File: src/rtl/itt_pkg.sv
`default_nettype none

package itt_pkg;

  // Scanner mode, kept in one small register between bytes
  typedef enum logic [3:0] {
    MODE_IDLE    = 4'd0,
    MODE_IDENT   = 4'd1,
    MODE_DEC     = 4'd2,
    MODE_ZERO    = 4'd3,
    MODE_OCT     = 4'd4,
    MODE_HEXPFX  = 4'd5,
    MODE_HEX     = 4'd6,
    MODE_COMMENT = 4'd7,
    MODE_ESC     = 4'd8
  } mode_e;

  // Token kinds as reported on the result channel
  typedef enum logic [2:0] {
    KIND_IDENT    = 3'd0,
    KIND_DEC      = 3'd1,
    KIND_OCT      = 3'd2,
    KIND_HEX      = 3'd3,
    KIND_CHAR     = 3'd4,
    KIND_UNCLOSED = 3'd5,
    KIND_END      = 3'd6
  } kind_e;

  localparam int unsigned MaxResults = 3;
  localparam int unsigned OutLineBits = 16;

  localparam logic [7:0] ChLbrace = 8'h7B;
  localparam logic [7:0] ChRbrace = 8'h7D;
  localparam logic [7:0] ChBslash = 8'h5C;
  localparam logic [7:0] ChZero   = 8'h30;
  localparam logic [7:0] ChSeven  = 8'h37;
  localparam logic [7:0] ChNine   = 8'h39;
  localparam logic [7:0] ChUpperX = 8'h58;
  localparam logic [7:0] ChLowerX = 8'h78;
  localparam logic [7:0] ChNewln  = 8'h0A;
  localparam logic [7:0] ChSpace  = 8'h20;
  localparam logic [7:0] ChTab    = 8'h09;
  localparam logic [7:0] ChCr     = 8'h0D;

  typedef struct packed {
    logic [7:0] byte_value;
    logic       end_of_input;
  } in_item_t;

  typedef struct packed {
    kind_e                  kind;
    logic [7:0]             char_code;
    logic [OutLineBits-1:0] line_number;
    logic                   last;
  } out_item_t;

  function automatic logic is_digit(input logic [7:0] c);
    return (c >= ChZero) && (c <= ChNine);
  endfunction

  function automatic logic is_alpha(input logic [7:0] c);
    return ((c >= 8'h41) && (c <= 8'h5A)) || ((c >= 8'h61) && (c <= 8'h7A));
  endfunction

  function automatic logic is_alnum(input logic [7:0] c);
    return is_alpha(c) || is_digit(c);
  endfunction

  function automatic logic is_octd(input logic [7:0] c);
    return (c >= ChZero) && (c <= ChSeven);
  endfunction

  function automatic logic is_hexd(input logic [7:0] c);
    return is_digit(c) || ((c >= 8'h41) && (c <= 8'h46)) ||
           ((c >= 8'h61) && (c <= 8'h66));
  endfunction

  function automatic logic is_space(input logic [7:0] c);
    return (c == ChSpace) || ((c >= ChTab) && (c <= ChCr));
  endfunction

endpackage

`default_nettype wire

File: src/rtl/itt_scan.sv
`default_nettype none

// One scan step: next mode, newline count, and up to three token results
module itt_scan (
  input  itt_pkg::mode_e                      mode_i,
  input  itt_pkg::in_item_t                   item_i,
  input  logic [itt_pkg::OutLineBits-1:0]     line_i,
  output itt_pkg::mode_e                      mode_o,
  output logic                                line_inc_o,
  output logic [1:0]                          res_n_o,
  output itt_pkg::out_item_t                  res_o [itt_pkg::MaxResults]
);
  import itt_pkg::*;

  kind_e      kinds [MaxResults];
  logic [7:0] codes [MaxResults];
  logic [1:0] n;
  logic       start;
  logic [7:0] c;

  always_comb begin
    c          = item_i.byte_value;
    mode_o     = mode_i;
    line_inc_o = 1'b0;
    n          = 2'd0;
    start      = 1'b0;
    for (int i = 0; i < MaxResults; i++) begin
      kinds[i] = KIND_END;
      codes[i] = 8'h00;
    end

    if (item_i.end_of_input) begin
      // Flush any pending token, then the end or unclosed mark
      case (mode_i)
        MODE_IDENT: begin
          kinds[n] = KIND_IDENT; n = n + 2'd1;
        end
        MODE_DEC, MODE_ZERO: begin
          kinds[n] = KIND_DEC; n = n + 2'd1;
        end
        MODE_OCT: begin
          kinds[n] = KIND_OCT; n = n + 2'd1;
        end
        MODE_HEXPFX: begin
          kinds[n] = KIND_DEC; n = n + 2'd1;
          kinds[n] = KIND_IDENT; n = n + 2'd1;
        end
        MODE_HEX: begin
          kinds[n] = KIND_HEX; n = n + 2'd1;
        end
        default: ;
      endcase
      if ((mode_i == MODE_COMMENT) || (mode_i == MODE_ESC)) kinds[n] = KIND_UNCLOSED;
      else kinds[n] = KIND_END;
      n      = n + 2'd1;
      mode_o = MODE_IDLE;
    end else begin
      // Extend the current token, or close it and rescan the byte
      case (mode_i)
        MODE_IDENT: begin
          if (!is_alnum(c)) begin
            kinds[n] = KIND_IDENT; n = n + 2'd1; start = 1'b1;
          end
        end
        MODE_DEC: begin
          if (!is_digit(c)) begin
            kinds[n] = KIND_DEC; n = n + 2'd1; start = 1'b1;
          end
        end
        MODE_ZERO: begin
          if (is_octd(c)) mode_o = MODE_OCT;
          else if ((c == ChLowerX) || (c == ChUpperX)) mode_o = MODE_HEXPFX;
          else begin
            kinds[n] = KIND_DEC; n = n + 2'd1; start = 1'b1;
          end
        end
        MODE_OCT: begin
          if (!is_octd(c)) begin
            kinds[n] = KIND_OCT; n = n + 2'd1; start = 1'b1;
          end
        end
        MODE_HEXPFX: begin
          if (is_hexd(c)) mode_o = MODE_HEX;
          else begin
            // "0x" with no hex digit: decimal zero, then x starts an identifier
            kinds[n] = KIND_DEC; n = n + 2'd1;
            if (is_alnum(c)) mode_o = MODE_IDENT;
            else begin
              kinds[n] = KIND_IDENT; n = n + 2'd1; start = 1'b1;
            end
          end
        end
        MODE_HEX: begin
          if (!is_hexd(c)) begin
            kinds[n] = KIND_HEX; n = n + 2'd1; start = 1'b1;
          end
        end
        MODE_COMMENT: begin
          if (c == ChRbrace) mode_o = MODE_IDLE;
          else if (c == ChBslash) mode_o = MODE_ESC;
          else if (c == ChNewln) line_inc_o = 1'b1;
        end
        MODE_ESC: begin
          // escaped byte is skipped, newlines still count
          if (c == ChNewln) line_inc_o = 1'b1;
          mode_o = MODE_COMMENT;
        end
        default: start = 1'b1;
      endcase

      if (start) begin
        mode_o = MODE_IDLE;
        if (is_space(c)) begin
          if (c == ChNewln) line_inc_o = 1'b1;
        end else if (c == ChLbrace) mode_o = MODE_COMMENT;
        else if (is_alpha(c)) mode_o = MODE_IDENT;
        else if (c == ChZero) mode_o = MODE_ZERO;
        else if (is_digit(c)) mode_o = MODE_DEC;
        else begin
          kinds[n] = KIND_CHAR; codes[n] = c; n = n + 2'd1;
        end
      end
    end

    res_n_o = n;
    // All results of a step carry the line count from before the step
    for (int i = 0; i < MaxResults; i++) begin
      res_o[i].kind        = kinds[i];
      res_o[i].char_code   = codes[i];
      res_o[i].line_number = line_i;
      res_o[i].last        = (2'(i) == (n - 2'd1));
    end
  end

endmodule

`default_nettype wire

File: src/rtl/itt_res_queue.sv
`default_nettype none

// Four-entry compacting result queue; head is always entry zero
module itt_res_queue (
  input  logic                clk_i,
  input  logic                rst_ni,
  input  logic [1:0]          push_n_i,
  input  itt_pkg::out_item_t  push_i [itt_pkg::MaxResults],
  input  logic                pop_i,
  output itt_pkg::out_item_t  head_o,
  output logic                valid_o,
  output logic [2:0]          count_o
);
  import itt_pkg::*;

  localparam int unsigned Depth = 4;

  out_item_t  slot_q [Depth];
  out_item_t  slot_d [Depth];
  logic [2:0] cnt_q, cnt_d;
  logic [2:0] base;
  logic [2:0] pos;
  logic [2:0] src;
  logic [2:0] rel;

  // Shift down on a pop, append new results behind the survivors
  always_comb begin
    base = cnt_q - {2'b00, pop_i};
    for (int i = 0; i < Depth; i++) begin
      pos = 3'(i);
      src = pos + {2'b00, pop_i};
      rel = pos - base;
      if (pos < base) slot_d[i] = slot_q[src[1:0]];
      else if (rel < {1'b0, push_n_i}) slot_d[i] = push_i[rel[1:0]];
      else slot_d[i] = slot_q[i];
    end
    cnt_d = base + {1'b0, push_n_i};
  end

  always_ff @(posedge clk_i or negedge rst_ni) begin
    if (!rst_ni) begin
      cnt_q <= 3'd0;
    end else begin
      cnt_q <= cnt_d;
    end
  end

  always_ff @(posedge clk_i) begin
    for (int i = 0; i < Depth; i++) slot_q[i] <= slot_d[i];
  end

  assign head_o  = slot_q[0];
  assign valid_o = (cnt_q != 3'd0);
  assign count_o = cnt_q;

endmodule

`default_nettype wire

File: src/rtl/integer_identifier_tokenizer.sv
`default_nettype none

// Channel | Handshake              | Payload
// --------+------------------------+---------------------------------------
// input   | in_valid_i / in_ready_o | in_item_i  (byte_value, end_of_input)
// output  | out_valid_o / out_ready_i | out_item_o (kind, char_code,
//         |                        |   line_number, last)
//
// One byte is taken per cycle while in_ready_o is high; the mode and line
// registers update at the transfer and its 0..3 results enter a four-entry
// queue the same edge. The result port drains one entry per cycle while
// out_ready_i is high, one token per transfer, in the order they were queued.
// in_ready_o is high while at most one result is queued.
// Reset (rst_ni low, async) returns to idle between tokens, line 1, queue empty.
module integer_identifier_tokenizer #(
  parameter int unsigned LINE_BITS = 16
) (
  input  logic               clk_i,
  input  logic               rst_ni,
  input  logic               in_valid_i,
  output logic               in_ready_o,
  input  itt_pkg::in_item_t  in_item_i,
  output logic               out_valid_o,
  input  logic               out_ready_i,
  output itt_pkg::out_item_t out_item_o
);
  import itt_pkg::*;

  localparam int unsigned WideBits = (LINE_BITS > OutLineBits) ? LINE_BITS : OutLineBits;

  mode_e                  mode_q, mode_d;
  logic [LINE_BITS-1:0]   line_q, line_d;
  logic [WideBits-1:0]    line_wide;
  logic [OutLineBits-1:0] line_shown;
  logic                   line_inc;
  logic [1:0]             res_n;
  out_item_t              res [MaxResults];
  logic                   in_xfer;
  logic                   out_xfer;
  logic [2:0]             q_count;

  assign in_ready_o = (q_count <= 3'd1);
  assign in_xfer    = in_valid_i && in_ready_o;

  // Clamp the line count to the width of the result field
  always_comb begin
    line_wide = WideBits'(line_q);
    if (line_wide > WideBits'({OutLineBits{1'b1}})) line_shown = '1;
    else line_shown = line_wide[OutLineBits-1:0];
  end

  itt_scan u_scan (
    .mode_i     (mode_q),
    .item_i     (in_item_i),
    .line_i     (line_shown),
    .mode_o     (mode_d),
    .line_inc_o (line_inc),
    .res_n_o    (res_n),
    .res_o      (res)
  );

  // Saturating line counter
  always_comb begin
    line_d = line_q;
    if (line_inc && (line_q != {LINE_BITS{1'b1}})) line_d = line_q + LINE_BITS'(1);
  end

  always_ff @(posedge clk_i or negedge rst_ni) begin
    if (!rst_ni) begin
      mode_q <= MODE_IDLE;
      line_q <= LINE_BITS'(1);
    end else if (in_xfer) begin
      mode_q <= mode_d;
      line_q <= line_d;
    end
  end

  assign out_xfer = out_valid_o && out_ready_i;

  itt_res_queue u_queue (
    .clk_i    (clk_i),
    .rst_ni   (rst_ni),
    .push_n_i (in_xfer ? res_n : 2'd0),
    .push_i   (res),
    .pop_i    (out_xfer),
    .head_o   (out_item_o),
    .valid_o  (out_valid_o),
    .count_o  (q_count)
  );

endmodule

`default_nettype wire

File: config.mk
export PLATFORM = sky130hd
export DESIGN_NAME = integer_identifier_tokenizer
export DESIGN_NICKNAME = d
export VERILOG_FILES = /design/src/rtl/itt_pkg.sv /design/src/rtl/itt_scan.sv /design/src/rtl/itt_res_queue.sv /design/src/rtl/integer_identifier_tokenizer.sv
export SDC_FILE = /design/constraint.sdc
export NUM_CORES = 1
export LEC_CHECK = 0
export ABC_AREA = 1
export BUFFER_PORTS_ARGS = -buffer_cell sky130_fd_sc_hd__buf_2
export CORE_ASPECT_RATIO = 1.25
export CORE_UTILIZATION = 60
export DETAILED_ROUTE_END_ITERATION = 8
export PLACE_DENSITY = 0.89
export SLEW_MARGIN = 20
export SYNTH_ARGS = -nofsm -noshare
export SYNTH_HDL_FRONTEND = slang
export SYNTH_HIERARCHICAL = 1
export SYNTH_SLANG_ARGS = --single-unit
File: constraint.sdc
create_clock -name clk_i -period 12.6 [get_ports clk_i]
set_input_delay 1.89 -clock clk_i [delete_from_list [all_inputs] [get_ports clk_i]]
set_output_delay 1.89 -clock clk_i [all_outputs]
set_load 0.02 [all_outputs]
==> results.rst, run 1 <==
.. list-table::
   :header-rows: 1

   * - Metric
     - Value
   * - Outcome
     - finished clean
   * - Most common cell after layout, fill and taps aside
     - sky130_fd_sc_hd__nand2_1
   * - Maximum level of the CTS H-tree
     - 4
   * - Required time at the endpoint of the critical path
     - 12.67 ns
   * - Mapped Avg Cell Area
     - 6.522 sq um
   * - Setup repair after global routing missed its margin
     - no
   * - Vias in the first global route
     - 9688
   * - Starting density of the core
     - 0.6189
   * - Synth warn
     - 6
   * - Pin count of the biggest net entering global routing
     - 118
   * - Number of buffers inserted by hold repair at cts
     - 0
   * - Root buffer selected by CTS
     - sky130_fd_sc_hd__clkbuf_16
   * - Die Ht
     - 152.5 um
   * - Final setup violation count
     - 0
   * - Proportion of register bits with asynchronous set or reset after synthesis
     - 0.1704
   * - Critical Path Start Type
     - primary input
   * - Initial antenna violation count
     - 0
   * - Final-layout fill cell count
     - 1563
   * - Highest clock frequency the design can meet
     - 168.7 MHz
   * - Netlist cell types
     - 44
   * - Final count of pins violating max slew
     - 0
   * - Final Routed Wirelength
     - 28.53 mm
   * - Average wire per standard cell
     - 15.45 um
   * - Number of max-cap violations
     - 0
   * - Final Hold Viols
     - 0
   * - CTS tree
     - built
   * - Global-route usage over all layers
     - 0.3161
   * - Share of the synthesized area in the top cell type
     - 0.3093
   * - Global placer's final weighted congestion
     - 0.9318
   * - Post-DP HPWL
     - 18.47 mm
   * - Clock sink count
     - 135
   * - Synth Cell Area
     - 10870 sq um
   * - Post-layout net count
     - 1639
   * - Top post-synthesis cells by area
     - sky130_fd_sc_hd__edfxtp_1 31%, sky130_fd_sc_hd__nand2_1 29%, sky130_fd_sc_hd__nand3_1 6.0%
   * - ANT nets after route
     - 0
   * - HP Class
     - reg2reg
   * - Vias per inst
     - 5.748
   * - Commonest non-fill, non-tap cells in the layout
     - 830 x sky130_fd_sc_hd__nand2_1, 146 x sky130_fd_sc_hd__inv_1, 131 x sky130_fd_sc_hd__nand3_1
   * - Post-Synthesis Net Count
     - 1696
   * - Violation count after the first detailed-routing iteration
     - 1230
   * - CORE AREA
     - 17570 sq um
   * - Count of TritonRoute iterations in the first routing pass
     - 7
   * - Areal power density over the cells
     - 283.7 nW/um^2
   * - Multi-input logic area
     - 5534 sq um
   * - Static leakage
     - 5.499 nW
   * - Layout overhead on the synthesized area
     - 2.981%
   * - Clk Latency, worst-skew pair
     - 0.42 ns
   * - Rel. slew slack
     - 0.2355
   * - Cts bufs inserted
     - 17
   * - DRC Markers
     - 0
   * - Die area
     - 18670 sq um
   * - Number of synthesized register bits
     - 135
   * - Number of enable flip-flop cells after synthesis
     - 112
   * - Crit Path Class
     - in2reg
   * - Std-Cell Rows
     - 54
   * - Via count
     - 10620
   * - Worst Setup End Kind
     - flop
   * - Number of buffers inserted by port buffering
     - 42
   * - Setup TNS
     - 0 ns
   * - Part of the Yosys area used for sequential elements
     - 0.3624
   * - Proportion of layout cells with a drive suffix above 1
     - 0.08872
   * - I/O pin cnt
     - 43
   * - Post-CTS clock slew at the launch and capture registers of the worst setup and hold paths
     - 0.06 ns
   * - Critical Path AT
     - 6.00 ns
   * - IR Drop Worst-Case VDD
     - 0.0002144 V
   * - Syn Inst Count
     - 1667
   * - Clock period minus worst slack
     - 5.928 ns
   * - Aggregate global routing overflow
     - 0
   * - Storage cell area
     - 3940 sq um
   * - Place WS
     - 6.327 ns
   * - Number of post-CTS setup repair buffers
     - 0
   * - Synth Flop Type
     - sky130_fd_sc_hd__edfxtp_1
   * - Least setup slack across all paths after layout
     - 6.672 ns
   * - Maximum buffer depth of the clock tree
     - 2
   * - First-pass GRT wire length
     - 46.73 mm
   * - Worst clock skew
     - 0.008362 ns
   * - Largest area contributor in the netlist
     - sky130_fd_sc_hd__edfxtp_1
   * - Resize count post-CTS
     - 0
   * - Slew at the pin closest to its max-slew limit
     - 1.147 ns
   * - # diodes
     - 0
   * - Critical Path Fanout Max
     - 59
   * - Final Cycle Share
     - 0.4704
   * - DIE WIDTH
     - 122.4 um
-- sequential cells by signal, summed over array words and instances (netlist names) --
signal,flops
u_queue/slot_q,112
line_q,16
mode_q,4
u_queue/count_o,3
-- layout make-up --
type,instances,area share
clock buffers,17,0.03799
clock inverters,15,0.01151
inverters,158,0.05319
multi-input cells,1245,0.4942
flip-flops and latches,135,0.3519
well taps,224,0.02503
repair buffers,53,0.02615
-- report_power, final --
group	internal (W)	switching (W)
clock	0.000271	0.000198
sequential	0.000837	0.0000880
combinational	0.000436	0.00135
total	0.00154	0.00163
-- synthesized netlist by cell type, types with 4 or more instances --
library cell               instances
sky130_fd_sc_hd__nor3_1           15
sky130_fd_sc_hd__dfrtp_1          22
sky130_fd_sc_hd__buf_2            42
sky130_fd_sc_hd__nor3_2            7
sky130_fd_sc_hd__inv_2             9
sky130_fd_sc_hd__nand3_1         131
sky130_fd_sc_hd__nor4_1            9
sky130_fd_sc_hd__nand2_1         830
sky130_fd_sc_hd__buf_6            12
sky130_fd_sc_hd__nand4_1           8
sky130_fd_sc_hd__ha_1             15
sky130_fd_sc_hd__edfxtp_1        112
sky130_fd_sc_hd__nand2_2          11
sky130_fd_sc_hd__o21ai_0          85
sky130_fd_sc_hd__nor2_1           61
sky130_fd_sc_hd__nor2_2            5
sky130_fd_sc_hd__o21ai_1          14
sky130_fd_sc_hd__nor2_4            6
sky130_fd_sc_hd__nand3_2           9
sky130_fd_sc_hd__inv_1           146
sky130_fd_sc_hd__clkbuf_1         15
sky130_fd_sc_hd__xor2_1            4
sky130_fd_sc_hd__a21oi_1          13
sky130_fd_sc_hd__buf_1             4
sky130_fd_sc_hd__buf_4            55
-- worst paths after layout --
path,startpoint,to,slack (ns),depth (start not counted)
setup / recovery,out_ready_i,u_queue/slot_q[0][18]$_DFFE_PP_,6.67,14
hold / removal,u_queue/slot_q[1][6]$_DFFE_PP_,u_queue/slot_q[0][6]$_DFFE_PP_,0.51,2
setup reg to reg,u_queue/count_o[2]$_DFF_PN0_,u_queue/slot_q[0][18]$_DFFE_PP_,7.55,15
hold reg to reg,u_queue/slot_q[1][6]$_DFFE_PP_,u_queue/slot_q[0][6]$_DFFE_PP_,0.51,2
max in group asynchronous,rst_ni,line_q[0]$_DFFE_PN1P_,10.81,1
min in group asynchronous,rst_ni,line_q[11]$_DFFE_PN0P_,1.43,1
-- per-layer routing --
| layer | global-route usage | vias up | share of wire |
|---|---|---|---|
| met5 | 0 | - | 0 |
| met4 | 0.1475 | 0 | 0.035 |
| met3 | 0.05090 | 91 | 0.097 |
| met2 | 0.5045 | 624 | 0.48 |
| met1 | 0.4162 | 4808 | 0.39 |
| li1 | - | 5094 | - |
-- cells by family (layout without fill, tap and decap cells) --
logic type	Yosys count	after routing	share of synthesized area
AND/OR/NAND/NOR	1100	1100	0.4227
buffers and inverters	287	243	0.1315
flip-flops	135	135	0.3624
AO/OA/AOI/OAI	122	122	0.05915
adder cells (fa/ha/maj)	16	16	0.01910
XOR/XNOR	6	6	0.004833
other	1	1	0.0003449
-- per-stage QoR --
step                      cells  hold slack, ns    util  cell area [sq um]  total power, W
after floorplan            1667          0.4436       -              10870        0.002271
after global placement     1815          0.4978  0.6058              10640        0.002588
after detailed placement   1815          0.5022  0.6058              10640        0.002657
after CTS                  1847          0.5151  0.6374              11200        0.003134
after global routing       1847          0.5343  0.6374              11200        0.003400
final                      1847          0.5126  0.6374              11200        0.003176
-- critical path, cell delays in order --
cell                      delay [ns]
sky130_fd_sc_hd__buf_2          0.08
sky130_fd_sc_hd__nand2_1        0.04
sky130_fd_sc_hd__inv_1          0.07
sky130_fd_sc_hd__buf_4          0.52
sky130_fd_sc_hd__ha_4           0.21
sky130_fd_sc_hd__ha_1           0.12
sky130_fd_sc_hd__buf_4          0.40
sky130_fd_sc_hd__inv_2          0.40
sky130_fd_sc_hd__ha_1           1.17
sky130_fd_sc_hd__ha_1           0.40
sky130_fd_sc_hd__a21oi_1        0.14
sky130_fd_sc_hd__nand2_1        0.07
sky130_fd_sc_hd__o21ai_2        0.05
sky130_fd_sc_hd__buf_4          0.41
Note: power is estimated with default switching activity, not from simulation.
==> run 2, diff against run 1 <==
Clock period 12.6 ns to 5.65 ns, I/O delays scaled along.
==> run 2 against run 1 <==
Compared with the run above:
- clock skew is essentially flat
- critical path depth increased by 14
- hold slack worse by 0.12 ns
- flip-flop and latch count unchanged
- final area grew 0.66%
- critical path type unchanged
- combinational power is 130% higher
- critical endpoint is now u_queue/slot_q[0][21]$_DFFE_PP_
- largest power group unchanged
- sequential power up 120%
- die area did not move
- largest cell class unchanged
- via count fell by 0.27%
==> results.rst, run 2 (synthesized netlist as in run 1, its figures left out) <==
.. list-table::
   :header-rows: 1

   * - Metric
     - Value
   * - Vias per inst
     - 5.711 (-0.65%)
   * - Final Cycle Share
     - 0.7885
   * - Critical Path Fanout Max
     - 22 (-63%)
   * - Layout overhead on the synthesized area
     - 3.659%
   * - Final Hold Viols
     - 0 (unchanged)
   * - Final Routed Wirelength
     - 29.45 mm (+3.2%)
   * - Post-CTS clock slew at the launch and capture registers of the worst setup and hold paths
     - 0.06 ns (about the same)
   * - Resize count post-CTS
     - 0 (unchanged)
   * - Number of buffers inserted by hold repair at cts
     - 0 (unchanged)
   * - Highest clock frequency the design can meet
     - 224.5 MHz
   * - Cts bufs inserted
     - 17 (unchanged)
   * - Setup repair after global routing missed its margin
     - no
   * - Clk Latency, worst-skew pair
     - 0.43 ns (about the same)
   * - # diodes
     - 0 (unchanged)
   * - Maximum level of the CTS H-tree
     - 4 (unchanged)
   * - Most common cell after layout, fill and taps aside
     - sky130_fd_sc_hd__nand2_1
   * - Worst-case reg-to-reg path depth
     - 20 (+5)
   * - Static leakage
     - 5.557 nW (+1.1%)
   * - I/O pin cnt
     - 43 (unchanged)
   * - Violation count after the first detailed-routing iteration
     - 1507 (+23%)
   * - Required time at the endpoint of the critical path
     - 5.78 ns (-6.89 ns)
   * - Worst Hold Slack
     - 0.3975 ns (-0.1151 ns)
   * - Top register by number of flip-flops
     - u_queue/slot_q
   * - Global placer's final weighted congestion
     - 0.9196 (-1.3%)
   * - Crit Path Class
     - in2reg
   * - Via count
     - 10590 (-0.27%)
   * - IR Drop Worst-Case VDD
     - 0.0007339 V (+240%)
   * - Setup TNS
     - 0 ns (unchanged)
   * - Commonest non-fill, non-tap cells in the layout
     - 830 x sky130_fd_sc_hd__nand2_1, 146 x sky130_fd_sc_hd__inv_1, 131 x sky130_fd_sc_hd__nand3_1
   * - Starting density of the core
     - 0.6189 (unchanged)
   * - Critical Path AT
     - 4.59 ns (-1.41 ns)
   * - Post-DP HPWL
     - 19.03 mm (+3.1%)
   * - Outcome
     - finished clean
   * - Initial antenna violation count
     - 0 (unchanged)
   * - Final non-filler cell area
     - 11270 sq um (+0.66%)
   * - First-pass GRT wire length
     - 47.60 mm (+1.9%)
   * - Final count of pins violating max slew
     - 0 (unchanged)
   * - Number of post-CTS setup repair buffers
     - 0 (unchanged)
   * - CORE AREA
     - 17570 sq um (unchanged)
   * - DIE WIDTH
     - 122.4 um (unchanged)
   * - Rel. slew slack
     - 0.3913 (+0.1558)
   * - Global-route usage over all layers
     - 0.3233 (+0.007259)
   * - Post-layout net count
     - 1646 (+0.43%)
   * - Clock period minus worst slack
     - 4.455 ns
   * - Areal power density over the cells
     - 643.8 nW/um^2 (+130%)
   * - Die Ht
     - 152.5 um (unchanged)
   * - Worst Setup End Kind
     - flop
   * - DRC Markers
     - 0 (unchanged)
   * - Internal reg-to-reg setup slack
     - 1.39 ns (-6.16 ns)
   * - Die area
     - 18670 sq um (unchanged)
   * - Vias in the first global route
     - 9734 (+0.47%)
   * - Root buffer selected by CTS
     - sky130_fd_sc_hd__clkbuf_16
   * - Maximum buffer depth of the clock tree
     - 2 (unchanged)
   * - ANT nets after route
     - 0 (unchanged)
   * - Pin count of the biggest net entering global routing
     - 70 (-41%)
   * - Proportion of layout cells with a drive suffix above 1
     - 0.09387 (+0.005140)
   * - Clock sink count
     - 135 (unchanged)
   * - CTS tree
     - built
   * - Aggregate global routing overflow
     - 0 (unchanged)
   * - Max reg flops
     - 112 (unchanged)
   * - Std-Cell Rows
     - 54 (unchanged)
   * - Number of buffers inserted by port buffering
     - 42 (unchanged)
   * - Count of TritonRoute iterations in the first routing pass
     - 6 (-1)
   * - Placed Instance Area
     - 10700 sq um (+0.56%)
   * - Average wire per standard cell
     - 15.88 um (+2.8%)
   * - Largest registers
     - u_queue/slot_q (112), line_q (16), mode_q (4)
   * - Number of max-cap violations
     - 0 (unchanged)
   * - Critical Path Start Type
     - primary input
   * - Worst clock skew
     - 0.008162 ns (-0.0001993 ns)
   * - Final setup violation count
     - 0 (unchanged)
   * - HP Class
     - in2async
   * - Slew at the pin closest to its max-slew limit
     - 0.9096 ns (-0.2371 ns)
   * - Post-layout utilization of the core
     - 0.6416 (+0.004202)
## run 2: cell types whose count changed in the layout (fill, tap and decap cells not counted), sizes merged
cell / previous run / this run
buf: 53 / 60
clkinvlp: 5 / 1
clkinv: 8 / 10
inv: 159 / 161
## run 2: layer usage
metal  GRT usage  routed length (um)  up-vias  share of wire
li1            -                   -     5114              -
met1      0.4190               11430     4760           0.39
met2      0.5270               14230      642           0.48
met3     0.06737                3027       72           0.10
met4      0.1190                 764        0          0.026
met5           0                   0        -              0
## run 2: final timing paths
check / end / startpoint
worst max-delay path: u_queue/slot_q[0][21]$_DFFE_PP_ / in_item_i[5]
worst min-delay path: line_q[7]$_DFFE_PN0P_ / rst_ni
worst max register to register: u_queue/slot_q[0][21]$_DFFE_PP_ / mode_q[0]$_DFFE_PN0P_
worst min register to register: u_queue/slot_q[0][12]$_DFFE_PP_ / u_queue/slot_q[1][12]$_DFFE_PP_
max in group asynchronous: line_q[2]$_DFFE_PN0P_ / rst_ni
min in group clk_i: u_queue/slot_q[0][12]$_DFFE_PP_ / u_queue/slot_q[1][12]$_DFFE_PP_
## run 2: power breakdown
| part | internal, W | leakage (nW) | switching (W) |
|---|---|---|---|
| Combinational | 0.00101 | 3.87 | 0.00310 |
| Sequential | 0.00187 | 1.41 | 0.000201 |
| Clock | 0.000613 | 0.280 | 0.000462 |
## run 2: area by class of cell
type,count,area (sq um)
sequential,135,3940
clock buffer,17,425.4
multi-input combinational,1245,5542
inverter,158,595.6
timing repair buffer,60,345.3
tap,224,280.3
clock inverter,15,142.6
fill,1463,6296
## run 2: critical path, cell delays in order
cell                      delay, ns
sky130_fd_sc_hd__buf_2         0.12
sky130_fd_sc_hd__inv_1         0.19
sky130_fd_sc_hd__nand2_1       0.15
sky130_fd_sc_hd__nor2_1        0.19
sky130_fd_sc_hd__nand2_1       0.07
sky130_fd_sc_hd__nand2_1       0.07
sky130_fd_sc_hd__nand2_1       0.04
sky130_fd_sc_hd__nand2_1       0.09
sky130_fd_sc_hd__inv_1         0.05
sky130_fd_sc_hd__nor2_1        0.14
sky130_fd_sc_hd__nand3_1       0.13
sky130_fd_sc_hd__nand2_1       0.10
sky130_fd_sc_hd__nor2_1        0.08
sky130_fd_sc_hd__ha_1          0.29
sky130_fd_sc_hd__inv_1         0.04
sky130_fd_sc_hd__nor2_1        0.10
sky130_fd_sc_hd__nand3_1       0.08
sky130_fd_sc_hd__nand2_1       0.06
sky130_fd_sc_hd__nand2_1       0.08
sky130_fd_sc_hd__inv_1         0.08
sky130_fd_sc_hd__inv_1         0.04
sky130_fd_sc_hd__nor2_1        0.14
sky130_fd_sc_hd__inv_1         0.15
sky130_fd_sc_hd__ha_1          0.32
sky130_fd_sc_hd__a21oi_1       0.14
sky130_fd_sc_hd__nand2_1       0.11
sky130_fd_sc_hd__o21ai_4       0.36
sky130_fd_sc_hd__buf_4         0.30
## run 2: stage by stage
step / setup slack (ns) / power (W) / std cells
floorplan: 0.6843 / 0.005065 / 1667
global placement: 0.7550 / 0.005914 / 1822
detailed placement: 0.8246 / 0.006030 / 1822
CTS: 1.248 / 0.007135 / 1854
global route: 0.6572 / 0.007701 / 1854
finish: 1.195 / 0.007257 / 1854
==> run 3, diff against run 2 <==
Clock period 5.65 ns to 4.4 ns, I/O delays scaled along.
==> run 3 against run 2 <==
Compared with the run above:
- via count rose by 0.42%
- hold slack got worse by 0.20 ns
- first-iteration DRC count fell by 0.20%
- register-to-register slack got worse by 0.83 ns
- critical path depth rose by 2
- wire length rose by 0.88%
- combinational power rose by 33%
==> results.rst, run 3 (synthesized netlist as in run 1, its figures left out) <==
.. list-table::
   :header-rows: 1

   * - Metric
     - Value
   * - Outcome
     - finished clean
   * - CORE AREA
     - 17570 sq um (unchanged)
   * - IR Drop Worst-Case VDD
     - 0.0005240 V (-29%)
   * - Post-CTS clock slew at the launch and capture registers of the worst setup and hold paths
     - 0.06 ns (about the same)
   * - Required time at the endpoint of the critical path
     - 4.55 ns (-1.23 ns)
   * - Least setup slack across all paths after layout
     - 0.4895 ns (-0.7053 ns)
   * - Top register by number of flip-flops
     - u_queue/slot_q
   * - Critical Path AT
     - 4.06 ns (-0.53 ns)
   * - Worst Hold Slack
     - 0.1958 ns (-0.2017 ns)
   * - Setup TNS
     - 0 ns (unchanged)
   * - ANT nets after route
     - 0 (unchanged)
   * - Internal portion of total power
     - 0.004633 W (+33%)
   * - Cts bufs inserted
     - 17 (unchanged)
   * - Initial antenna violation count
     - 0 (unchanged)
   * - Sequential Power Share
     - 0.278 (-0.007)
   * - Resize count post-CTS
     - 0 (unchanged)
   * - Most congested layer reported by global routing
     - met2
   * - Clk network pwr share
     - 0.148 (about the same)
   * - Clock period minus worst slack
     - 3.911 ns
   * - Violation count after the first detailed-routing iteration
     - 1504 (-0.20%)
   * - Switching share of power
     - 0.5134 (-0.004872)
   * - Aggregate global routing overflow
     - 0 (unchanged)
   * - Worst R2R Start
     - mode_q[2]$_DFFE_PN0P_
   * - Clock sink count
     - 135 (unchanged)
   * - Final Hold Viols
     - 0 (unchanged)
   * - Starting density of the core
     - 0.6189 (unchanged)
   * - Std-Cell Rows
     - 54 (unchanged)
   * - Combinational fraction of design power
     - 0.573 (+0.006)
   * - Average wire per standard cell
     - 15.99 um (+0.66%)
   * - Global-route track usage on met1
     - 0.4104 (-0.008505)
   * - DIE WIDTH
     - 122.4 um (unchanged)
   * - Max reg flops
     - 112 (unchanged)
   * - Critical Path Start Type
     - primary input
   * - Pin count of the biggest net entering global routing
     - 65 (-7.1%)
   * - Vias in the first global route
     - 10040 (+3.1%)
   * - Die area
     - 18670 sq um (unchanged)
   * - Maximum level of the CTS H-tree
     - 4 (unchanged)
   * - Commonest non-fill, non-tap cells in the layout
     - 830 x sky130_fd_sc_hd__nand2_1, 146 x sky130_fd_sc_hd__inv_1, 131 x sky130_fd_sc_hd__nand3_1
   * - Delay of the slowest critical-path stage
     - 0.32 ns (-0.04 ns)
   * - Final Cycle Share
     - 0.8888
   * - Most frequent cell on the critical path
     - sky130_fd_sc_hd__nand2_1
   * - Met2 global-route usage
     - 0.5300 (+0.002943)
   * - First-pass GRT wire length
     - 47.90 mm (+0.62%)
   * - Number of max-cap violations
     - 0 (unchanged)
   * - DRC Markers
     - 0 (unchanged)
   * - Multi-input logic area
     - 5534 sq um (-0.14%)
   * - Worst Setup End Kind
     - flop
   * - Final-layout fill cell count
     - 1569 (+7.2%)
   * - Number of post-CTS setup repair buffers
     - 0 (unchanged)
   * - Maximum buffer depth of the clock tree
     - 2 (unchanged)
   * - Global placer's final weighted congestion
     - 0.9491 (+3.2%)
   * - Largest registers
     - u_queue/slot_q (112), line_q (16), mode_q (4)
   * - Met3 track utilization from global routing
     - 0.06138 (-0.005988)
   * - Worst clock skew
     - 0.01127 ns (+0.003111 ns)
   * - Slew at the pin closest to its max-slew limit
     - 0.8975 ns (-0.01210 ns)
   * - Setup repair after global routing missed its margin
     - no
   * - Place WS
     - 0.1271 ns (-0.6975 ns)
   * - Via count
     - 10630 (+0.42%)
   * - Final count of pins violating max slew
     - 0 (unchanged)
   * - Crit Path Class
     - in2reg
   * - I/O pin cnt
     - 43 (unchanged)
   * - Proportion of layout cells with a drive suffix above 1
     - 0.09486 (+0.0009942)
   * - Number of buffers inserted by hold repair at cts
     - 0 (unchanged)
   * - Layout overhead on the synthesized area
     - 4.557%
   * - # diodes
     - 0 (unchanged)
   * - Vias per inst
     - 5.722 (+0.20%)
   * - Static leakage
     - 5.587 nW (+0.53%)
   * - Launching instance or port of the critical path
     - in_item_i[5]
   * - Overall Power
     - 0.009521 W (+31%)
   * - Die Ht
     - 152.5 um (unchanged)
   * - HP Class
     - in2async
   * - Number of buffers inserted by port buffering
     - 42 (unchanged)
   * - Root buffer selected by CTS
     - sky130_fd_sc_hd__clkbuf_16
   * - Rel. slew slack
     - 0.3961 (+0.004848)
   * - Areal power density over the cells
     - 837.5 nW/um^2 (+30%)
   * - Final setup violation count
     - 0 (unchanged)
   * - Most common cell after layout, fill and taps aside
     - sky130_fd_sc_hd__nand2_1
   * - Highest clock frequency the design can meet
     - 255.7 MHz
   * - Sw Pwr
     - 0.004888 W (+30%)
   * - Count of TritonRoute iterations in the first routing pass
     - 6 (unchanged)
   * - Post-DP HPWL
     - 19.23 mm (+1.1%)
   * - CTS tree
     - built
   * - Storage cell area
     - 3940 sq um (unchanged)
   * - Critical Path Fanout Max
     - 14 (-36%)
   * - Critical-path cell with the highest stage delay
     - sky130_fd_sc_hd__ha_1
   * - Final Routed Wirelength
     - 29.70 mm (+0.88%)
   * - Post-layout net count
     - 1650 (+0.24%)
   * - Clk Latency, worst-skew pair
     - 0.44 ns (about the same)
   * - Global-route usage over all layers
     - 0.3282 (+0.004836)
-- run 3: cell count changes in the layout (fill, tap and decap cells not counted), moves of 2 or more --
cell,delta
sky130_fd_sc_hd__clkinvlp_4,+3
sky130_fd_sc_hd__clkinv_2,-2
sky130_fd_sc_hd__buf_12,+5
sky130_fd_sc_hd__clkinv_1,+2
sky130_fd_sc_hd__inv_6,-2
-- run 3: layer usage --
layer | up-vias | wire (um)
met5 | - | 0
met4 | 0 | 1444
met3 | 124 | 3165
met2 | 633 | 13920
met1 | 4751 | 11180
li1 | 5124 | -
-- run 3: path summary, 6_finish.rpt --
path / endpoint / slack, ns / cells after the start
worst max-delay path: u_queue/slot_q[2][20]$_DFFE_PP_ / 0.49 / 30
worst min-delay path: line_q[7]$_DFFE_PN0P_ / 0.20 / 1
worst max register to register: u_queue/slot_q[2][20]$_DFFE_PP_ / 0.56 / 25
worst min register to register: u_queue/slot_q[2][16]$_DFFE_PP_ / 0.51 / 2
max in group asynchronous: line_q[0]$_DFFE_PN1P_ / 3.85 / 1
min in group clk_i: u_queue/slot_q[2][16]$_DFFE_PP_ / 0.51 / 2
-- run 3: critical path, delay by kind of cell --
kind	cells	cell delay, ns
and+or+nand+nor	19	1.77
adders and majority gates	2	0.61
buffers and inverters	8	0.86
AOI/OAI and AO/OA	1	0.17
-- run 3: cell type report --
class,instances,area share
Timing Repair Buffer,64,0.03852
Multi-Input combinational cell,1245,0.4868
Sequential cell,135,0.3466
Clock inverter,15,0.01365
Clock buffer,17,0.03742
Tap cell,224,0.02465
Inverter,158,0.05239
-- run 3: power groups by stage --
stage / clock (W) / combinational, W / sequential [W]
3_5_place_dp: 0 / 0.00523 / 0.00266
4_1_cts: 0.00141 / 0.00527 / 0.00265
2_1_floorplan: 0 / 0.00371 / 0.00279
3_3_place_gp: 0 / 0.00512 / 0.00264
5_1_grt: 0.00146 / 0.00591 / 0.00271
6_report: 0.00141 / 0.00546 / 0.00265
-- run 3: through the flow --
stage / utilization / area, sq um / cells
6_report: 0.6472 / 11370 / 1858
4_1_cts: 0.6472 / 11370 / 1858
3_3_place_gp: 0.6141 / 10790 / 1826
2_1_floorplan: - / 10880 / 1667
5_1_grt: 0.6472 / 11370 / 1858
3_5_place_dp: 0.6141 / 10790 / 1826
